===== src/rtl/core/pu16f_pkg.sv =====
// Shared types and constants for the packed 16-bit code to single-precision unpacker.
package pu16f_pkg;

    localparam int unsigned CFG_INDEX_W = 2;

    typedef logic [CFG_INDEX_W-1:0] cfg_index_t;

    localparam cfg_index_t CFG_CODE_SHIFT     = 2'd0;
    localparam cfg_index_t CFG_OFFSET_MINIMUM = 2'd1;
    localparam cfg_index_t CFG_MAX_EXPONENT   = 2'd2;

    localparam logic [4:0]  CODE_SHIFT_RESET = 5'd0;
    localparam logic [31:0] OFFSET_RESET     = 32'd0;
    localparam logic [7:0]  MAX_EXP_RESET    = 8'd127;

    localparam logic [23:0] SAT_MAG = 24'hFFFFFF;
    localparam logic [7:0]  EXP_INF = 8'hFF;

    typedef struct packed {
        logic [4:0]  code_shift;
        logic [31:0] offset_minimum;
        logic [7:0]  max_exponent;
    } cfg_t;

    typedef struct packed {
        logic        sign;
        logic [23:0] mag;
        logic        last;
    } mag_beat_t;

endpackage


===== src/rtl/core/pu16f_in_if.sv =====
// Input channel carrying one packed code and its last flag per beat.
interface pu16f_in_if;
    logic        valid;
    logic        ready;
    logic [15:0] packed_code;
    logic        last_in;

    modport source (output valid, output packed_code, output last_in, input ready);
    modport sink (input valid, input packed_code, input last_in, output ready);
endinterface


===== src/rtl/core/pu16f_out_if.sv =====
// Output channel carrying one single-precision bit pattern and its last flag per beat.
interface pu16f_out_if;
    logic        valid;
    logic        ready;
    logic [31:0] float_bits;
    logic        last_out;

    modport source (output valid, output float_bits, output last_out, input ready);
    modport sink (input valid, input float_bits, input last_out, output ready);
endinterface


===== src/rtl/core/pu16f_mag.sv =====
// First stage: shift and offset the code, take the saturated magnitude and sign.
module pu16f_mag (
    input  logic                  clk,
    input  logic                  rst_n,
    pu16f_in_if.sink              in_ch,
    input  pu16f_pkg::cfg_t       cfg,
    output logic                  mag_valid,
    input  logic                  mag_ready,
    output pu16f_pkg::mag_beat_t  mag_beat
);
    import pu16f_pkg::*;

    logic        valid_reg;
    logic        valid_next;
    mag_beat_t   beat_reg;
    mag_beat_t   beat_next;
    logic        stage_ready;
    logic        take;
    logic [31:0] shifted;
    logic [31:0] sum;
    logic [31:0] abs_val;

    assign stage_ready = !valid_reg || mag_ready;
    assign take        = in_ch.valid && stage_ready;
    assign in_ch.ready = stage_ready;

    always_comb
    begin
        shifted = {16'd0, in_ch.packed_code} << cfg.code_shift;
        sum     = shifted + cfg.offset_minimum;
        abs_val = sum[31] ? (32'd0 - sum) : sum;
        beat_next.sign = sum[31];
        beat_next.mag  = (abs_val[31:24] != 8'd0) ? SAT_MAG : abs_val[23:0];
        beat_next.last = in_ch.last_in;
    end

    always_comb
    begin
        valid_next = valid_reg;
        if (take)
        begin
            valid_next = 1'b1;
        end
        else if (mag_ready)
        begin
            valid_next = 1'b0;
        end
    end

    always_ff @(posedge clk or negedge rst_n)
    begin
        if (!rst_n)
        begin
            valid_reg <= 1'b0;
        end
        else
        begin
            valid_reg <= valid_next;
        end
    end

    always_ff @(posedge clk)
    begin
        if (take)
        begin
            beat_reg <= beat_next;
        end
    end

    assign mag_valid = valid_reg;
    assign mag_beat  = beat_reg;

    // A negative value always has a nonzero magnitude.
    assert property (@(posedge clk) disable iff (!rst_n)
        (valid_reg && beat_reg.sign) |-> (beat_reg.mag != 24'd0))
        else $error("negative beat with zero magnitude");

    assert property (@(posedge clk) disable iff (!rst_n)
        take |=> valid_reg)
        else $error("accepted beat not held in the magnitude stage");

    assert property (@(posedge clk) disable iff (!rst_n)
        (valid_reg && !mag_ready) |=> valid_reg)
        else $error("stalled magnitude beat lost");
endmodule


===== src/rtl/core/pu16f_enc.sv =====
// Second stage: normalise the magnitude and assemble the single-precision pattern.
module pu16f_enc (
    input  logic                  clk,
    input  logic                  rst_n,
    input  logic [7:0]            max_exponent,
    input  logic                  mag_valid,
    output logic                  mag_ready,
    input  pu16f_pkg::mag_beat_t  mag_beat,
    pu16f_out_if.source           out_ch
);
    import pu16f_pkg::*;

    logic              valid_reg;
    logic              valid_next;
    logic [31:0]       float_reg;
    logic              last_reg;
    logic [31:0]       float_next;
    logic              stage_ready;
    logic              take;
    logic [4:0]        lead;
    logic signed [9:0] exp_sum;
    logic [23:0]       norm;
    logic [23:0]       sub_field;

    function automatic logic [4:0] lead_pos(input logic [23:0] m);
        logic [4:0] p;
        p = 5'd0;
        for (int i = 0; i < 24; i++)
        begin
            if (m[i])
            begin
                p = 5'(i);
            end
        end
        return p;
    endfunction

    assign stage_ready = !valid_reg || out_ch.ready;
    assign take        = mag_valid && stage_ready;
    assign mag_ready   = stage_ready;

    always_comb
    begin
        lead      = lead_pos(mag_beat.mag);
        exp_sum   = signed'({2'b00, max_exponent}) + signed'({5'd0, lead}) - 10'sd23;
        norm      = mag_beat.mag << (5'd23 - lead);
        sub_field = mag_beat.mag << (max_exponent - 8'd1);
        if (mag_beat.mag == 24'd0)
        begin
            float_next = 32'd0;
        end
        else if (max_exponent == 8'd0)
        begin
            float_next = {mag_beat.sign, 8'd0, mag_beat.mag[22:0]};
        end
        else if (exp_sum >= 10'sd255)
        begin
            float_next = {mag_beat.sign, EXP_INF, 23'd0};
        end
        else if (exp_sum >= 10'sd1)
        begin
            float_next = {mag_beat.sign, exp_sum[7:0], norm[22:0]};
        end
        else
        begin
            float_next = {mag_beat.sign, 8'd0, sub_field[22:0]};
        end
    end

    always_comb
    begin
        valid_next = valid_reg;
        if (take)
        begin
            valid_next = 1'b1;
        end
        else if (out_ch.ready)
        begin
            valid_next = 1'b0;
        end
    end

    always_ff @(posedge clk or negedge rst_n)
    begin
        if (!rst_n)
        begin
            valid_reg <= 1'b0;
        end
        else
        begin
            valid_reg <= valid_next;
        end
    end

    always_ff @(posedge clk)
    begin
        if (take)
        begin
            float_reg <= float_next;
            last_reg  <= mag_beat.last;
        end
    end

    assign out_ch.valid      = valid_reg;
    assign out_ch.float_bits = float_reg;
    assign out_ch.last_out   = last_reg;

    // The all-ones exponent is only ever produced as an infinity.
    assert property (@(posedge clk) disable iff (!rst_n)
        (valid_reg && float_reg[30:23] == EXP_INF) |-> (float_reg[22:0] == 23'd0))
        else $error("NaN pattern produced");

    // A zero value gives positive zero.
    assert property (@(posedge clk) disable iff (!rst_n)
        (take && mag_beat.mag == 24'd0) |=> (float_reg == 32'd0))
        else $error("zero value not encoded as positive zero");

    assert property (@(posedge clk) disable iff (!rst_n)
        take |=> (valid_reg && float_reg[31] == $past(mag_beat.sign)))
        else $error("sign lost in the encode stage");
endmodule


===== src/rtl/core/packed_u16_to_float_unpack_top.sv =====
// Top level of the packed 16-bit code to single-precision unpacker.
//
// Each input beat carries one unsigned 16-bit code and a last flag. The code is
// shifted left by the code shift register, the signed offset is added in 32-bit
// wrapping arithmetic, the magnitude is saturated at 24 bits and the result is
// sent as a single-precision bit pattern scaled by the maximum exponent register.
// The last flag travels with its beat unchanged.
// The block is a two-stage pipeline: a magnitude stage, then an encode stage,
// each with its own registered beat. One beat is taken in every cycle while
// the receiver keeps up, and each result leaves in the order its beat came in.
// When the receiver stalls, the registered results are held and input ready falls
// once both stages are full; no beat is lost or repeated.
// Reset clears both stages and loads the registers with shift zero, offset zero
// and maximum exponent 127. Registers are written through the write port at any
// edge with the write enable high; they should only change while the pipeline
// is empty.
module packed_u16_to_float_unpack_top (
    input  logic                    clk,
    input  logic                    rst_n,
    pu16f_in_if.sink                in_ch,
    pu16f_out_if.source             out_ch,
    input  logic                    cfg_we,
    input  pu16f_pkg::cfg_index_t   cfg_index,
    input  logic [31:0]             cfg_wdata
);
    import pu16f_pkg::*;

    cfg_t      cfg_reg;
    cfg_t      cfg_next;
    logic      mag_valid;
    logic      mag_ready;
    mag_beat_t mag_beat;

    always_comb
    begin
        cfg_next = cfg_reg;
        if (cfg_we)
        begin
            unique case (cfg_index)
                CFG_CODE_SHIFT:     cfg_next.code_shift     = cfg_wdata[4:0];
                CFG_OFFSET_MINIMUM: cfg_next.offset_minimum = cfg_wdata;
                CFG_MAX_EXPONENT:   cfg_next.max_exponent   = cfg_wdata[7:0];
                default:            cfg_next = cfg_reg;
            endcase
        end
    end

    always_ff @(posedge clk or negedge rst_n)
    begin
        if (!rst_n)
        begin
            cfg_reg.code_shift     <= CODE_SHIFT_RESET;
            cfg_reg.offset_minimum <= OFFSET_RESET;
            cfg_reg.max_exponent   <= MAX_EXP_RESET;
        end
        else
        begin
            cfg_reg <= cfg_next;
        end
    end

    pu16f_mag u_mag (
        .clk       (clk),
        .rst_n     (rst_n),
        .in_ch     (in_ch),
        .cfg       (cfg_reg),
        .mag_valid (mag_valid),
        .mag_ready (mag_ready),
        .mag_beat  (mag_beat)
    );

    pu16f_enc u_enc (
        .clk          (clk),
        .rst_n        (rst_n),
        .max_exponent (cfg_reg.max_exponent),
        .mag_valid    (mag_valid),
        .mag_ready    (mag_ready),
        .mag_beat     (mag_beat),
        .out_ch       (out_ch)
    );
endmodule

===== src/flat_wrapper.sv =====
// flat-port wrapper written by rule: the top's interface ports become plain ports
module packed_u16_to_float_unpack_top_flat import pu16f_pkg::*;
  (clk, rst_n, cfg_we, cfg_index, cfg_wdata, in_ch_valid, in_ch_packed_code, in_ch_last_in, in_ch_ready, out_ch_valid, out_ch_float_bits, out_ch_last_out, out_ch_ready);
  pu16f_in_if in_ch_i ();
  pu16f_out_if out_ch_i ();
  input  logic clk;
  input  logic rst_n;
  input  logic cfg_we;
  input  pu16f_pkg::cfg_index_t cfg_index;
  input  logic [31:0] cfg_wdata;
  input wire logic [$bits(in_ch_i.valid)-1:0] in_ch_valid;
  input wire logic [$bits(in_ch_i.packed_code)-1:0] in_ch_packed_code;
  input wire logic [$bits(in_ch_i.last_in)-1:0] in_ch_last_in;
  output wire logic [$bits(in_ch_i.ready)-1:0] in_ch_ready;
  output wire logic [$bits(out_ch_i.valid)-1:0] out_ch_valid;
  output wire logic [$bits(out_ch_i.float_bits)-1:0] out_ch_float_bits;
  output wire logic [$bits(out_ch_i.last_out)-1:0] out_ch_last_out;
  input wire logic [$bits(out_ch_i.ready)-1:0] out_ch_ready;
  assign in_ch_i.valid = in_ch_valid;
  assign in_ch_i.packed_code = in_ch_packed_code;
  assign in_ch_i.last_in = in_ch_last_in;
  assign in_ch_ready = in_ch_i.ready;
  assign out_ch_valid = out_ch_i.valid;
  assign out_ch_float_bits = out_ch_i.float_bits;
  assign out_ch_last_out = out_ch_i.last_out;
  assign out_ch_i.ready = out_ch_ready;
  packed_u16_to_float_unpack_top u_core (.clk(clk), .rst_n(rst_n), .in_ch(in_ch_i), .out_ch(out_ch_i), .cfg_we(cfg_we), .cfg_index(cfg_index), .cfg_wdata(cfg_wdata));
endmodule

===== config.mk =====
export PLATFORM = sky130hd
export DESIGN_NAME = packed_u16_to_float_unpack_top_flat
export DESIGN_NICKNAME = d
export VERILOG_FILES = /design/src/rtl/core/pu16f_pkg.sv /design/src/rtl/core/pu16f_in_if.sv /design/src/rtl/core/pu16f_out_if.sv /design/src/rtl/core/pu16f_mag.sv /design/src/rtl/core/pu16f_enc.sv /design/src/rtl/core/packed_u16_to_float_unpack_top.sv /design/src/flat_wrapper.sv
export SDC_FILE = /design/constraint.sdc
export NUM_CORES = 1
export LEC_CHECK = 0
export ABC_CLOCK_PERIOD_IN_PS = 6800
export BUFFER_PORTS_ARGS = -buffer_cell sky130_fd_sc_hd__clkbuf_2
export CORE_MARGIN = 2
export CORE_UTILIZATION = 60
export CTS_CLUSTER_DIAMETER = 100
export CTS_CLUSTER_SIZE = 28
export DETAILED_ROUTE_END_ITERATION = 16
export MAX_ROUTING_LAYER = met4
export PLACE_DENSITY = 0.89
export SYNTH_ARGS = -nofsm -noshare
export SYNTH_HDL_FRONTEND = slang
export SYNTH_HIERARCHICAL = 1
export SYNTH_SLANG_ARGS = --single-unit

===== constraint.sdc =====
create_clock -name clk -period 6.8 [get_ports clk]
set_input_delay 0.34 -clock clk [delete_from_list [all_inputs] [get_ports clk]]
set_output_delay 0.34 -clock clk [all_outputs]
set_load 0.05 [all_outputs]

==> impl_results.md <==
* Largest net degree at the start of global routing at 48
* Initial antenna violation count at 0
* Synth Register Bits at roughly 110
* CP Class: reg -> reg
* R2R setup slack at ~420 ps
* H-tree depth at 3
* RSZ-0062 raised after global routing: false
* Final GP Congestion at ~1
* Count leader, synth: nand2_1
* Worst Hold Class: in -> async
* Post-synth net total at ~1300
* Critical path endpoint category: register
* Cells after DPL at approximately 1500
* WL per Instance at about 21 µm
* DRT Pass-1 Iters at 6
* Seq/Total Area, Yosys at 0.275
* Core Util, Final at 0.663
* Worst r2r dst: u_core/u_mag/mag_beat[2]
* Area Growth Syn to Fin at 7.46%
* Tightest Pin Transition at roughly 850 ps
* F_max at between 0.15 and 0.2 GHz
* Fill count at around 1400
* I/O Buffers at 90
* Setup skew after layout at between 9 and 10 ps
* Top cell type by total area after synthesis: edfxtp_1
* Die Ht at between 100 and 150 µm
* Maximum VDD drop at 0.000318 V
* P_leak at 4.70 nW
* Dpl hpwl at between 20000 and 25000 µm
* CP Launch Point: u_core/cfg_reg[41]
* Avg Inst Size Synth at roughly 9.0 µm²
* Final WL at 31000 µm
* Post-synth EDFFs at 59
* Final hold vios at 0
* Worst Path Required at slightly below 7000 ps
* Post-synthesis cell type count at 110
* # DRC at 0
* Mapped Area at 0.0107 mm²
* Total power at between 4 and 5 mW
* Row Count at 48
* Synth Flop Type: edfxtp_1
* CP max-delay cell: a2111oi_0
* Cells after Synth at around 1200
* CTS tree: yes
* Ys async rst share at 0.443
* DR vias at around 10000
* Total CTS buffers at 9
* Post-Layout Cell Count at roughly 1500
* Die width at around 140 µm
* Nets@finish at approximately 1400
* CTS root buf: clkbuf_16
* # setup viols final at 0
* Worst reg-to-reg path cell count at 18
* Max incr delay on CP at between 700 and 800 ps
* Hold_ws at 53.9 ps
* Synth top cells by count: nand2_1, nor2_1, a21oi_1
* Total Routing Usage GR at 0.344
* Vias in the first global route at 9509
* Minimum clock period at approximately 6400 ps
* Total negative slack at 0 ps
* Worst-path clk slew at around 70 ps
* R2R Path Start: u_core/cfg_reg[41]
* # IOs at 91
* Hold Buf Count CTS at 0
* Max Cap Viol at 0
* Core area at approximately 0.017 mm²
* Yosys top cell area share at 0.165
* Max-slew headroom at 0.433
* Largest register FFs at between 40 and 50
* Crit start category: register
* Critical path data arrival time at around 6400 ps
* GRT Residual Overflow at 0
* Layout cell share with drive strength beyond 1 at 0.207
* Clk_lat worst skew at around 360 ps
* Crit path capture: u_core/u_mag/mag_beat[2]
* Diodes inserted at 0
* Largest cells by area after synthesis: edfxtp_1, dfrtp_1, ha_1
* Fin crit share at 0.939
* CP Max Fanout at 24
* Vias per Instance at ~6.8
* Clock Tree Buf Depth at 2
* Status: finished clean
* Final ANT Viol Nets at 0
* DRT iter0 DRCs at 1249
* Clock sink total at between 100 and 150
* Crit path cell chain: buf_4 -> mux2_2 -> o21ai_0 -> nor2_1 -> a31oi_1 -> nor2_1 -> ha_1 -> a21o_1 -> a221o_1 -> xnor2_2 -> nand4_1 -> a2111oi_0 -> nand2_1 -> nor4_1 -> o211ai_1 -> a211oi_4 -> buf_4 -> o2111ai_1
* Max Slew Vio Count at 0
* First-pass GRT wire length at approximately 50000 µm
* Pwr Density at roughly 400 mW/mm²
* Warnings from Yosys at 6
* DIE AREA at about 0.019 mm²
* Starting Density at 0.617
==> where the power goes <==
part / internal, mW / switching (mW) / total (mW)
clock network: 0.285 / 0.242 / 0.527
registers: 0.859 / 0.101 / 0.960
logic: 1.08 / 1.99 / 3.07
==> area by class of cell <==
type	count	area, µm²	share of cell area
Multi-Input combinational cell	972	7260	0.629
Sequential cell	106	2960	0.256
Timing Repair Buffer	107	578	0.0501
Tap cell	225	282	0.0244
Clock buffer	9	225	0.0195
Inverter	47	176	0.0153
Clock inverter	7	68.8	0.00596
==> critical path, delay by kind of cell, from the launching register on <==
kind,cells,cell delay (ps)
xor gates and xnor gates,1,270
buffers and inverters,2,710
DFF,1,650
AOI/OAI and AO/OA,8,2640
muxes,1,380
and+or+nand+nor,5,1010
adders and majority gates,1,400
==> how the worst min path moves through the flow <==
stage                                   from                            to  slack, ps  cells after the start
finish                                 rst_n            u_core/cfg_reg[36]         50                      2
floorplan                              rst_n            u_core/cfg_reg[10]         40                      0
detailed placement  u_core/u_mag/mag_beat[0]  u_core/u_enc/out_ch.last_out        410                      0
global route                           rst_n            u_core/cfg_reg[36]        120                      2
CTS                                    rst_n            u_core/cfg_reg[36]         80                      2
global placement    u_core/u_mag/mag_beat[0]  u_core/u_enc/out_ch.last_out        400                      0
==> metrics by stage <==
stage                     cell area (µm²)  worst slack [ps]
after floorplan                     10700              1670
after global placement              11200               607
after detailed placement            11200               518
after CTS                           11500               489
after global routing                11500              72.0
final                               11500               417
==> logic make-up (layout without fill, tap and decap cells) <==
family / Yosys count / count (layout) / share of synthesized area
and+or+nand+nor: 407 / 407 / 0.199
AOI/OAI and AO/OA: 345 / 345 / 0.231
muxes: 125 / 125 / 0.146
buffers and inverters: 112 / 170 / 0.0512
DFF: 106 / 106 / 0.275
adders and majority gates: 51 / 51 / 0.0608
xor gates and xnor gates: 44 / 44 / 0.0366
==> cells in the final DEF, fill, tap and decap left out, types with 24 or more instances in the layout <==
cell	count
mux2i_1	55
mux2_4	30
clkbuf_2	90
inv_1	43
nand3_1	34
nor2_1	95
nor3_1	24
a21oi_1	72
mux2_2	27
nand2_1	108
edfxtp_1	59
o21ai_0	48
xnor2_1	27
dfrtp_1	40
ha_1	49
==> what timing repair did <==
item                                    4_1_cts  5_1_grt
hold endpoints to repair                      0        0
endpoints found under the setup margin        0        7
resized for setup                             0        1
buffers inserted                              0        0
==> routing by layer <==
layer	up-vias	routed length (µm)	global-route usage
li1	4625	-	-
met1	4770	12300	0.411
met2	513	15000	0.585
met3	110	2390	0.0471
met4	0	1270	0.146
met5	-	0	-
No activity file was read; power rests on OpenSTA's default activity.
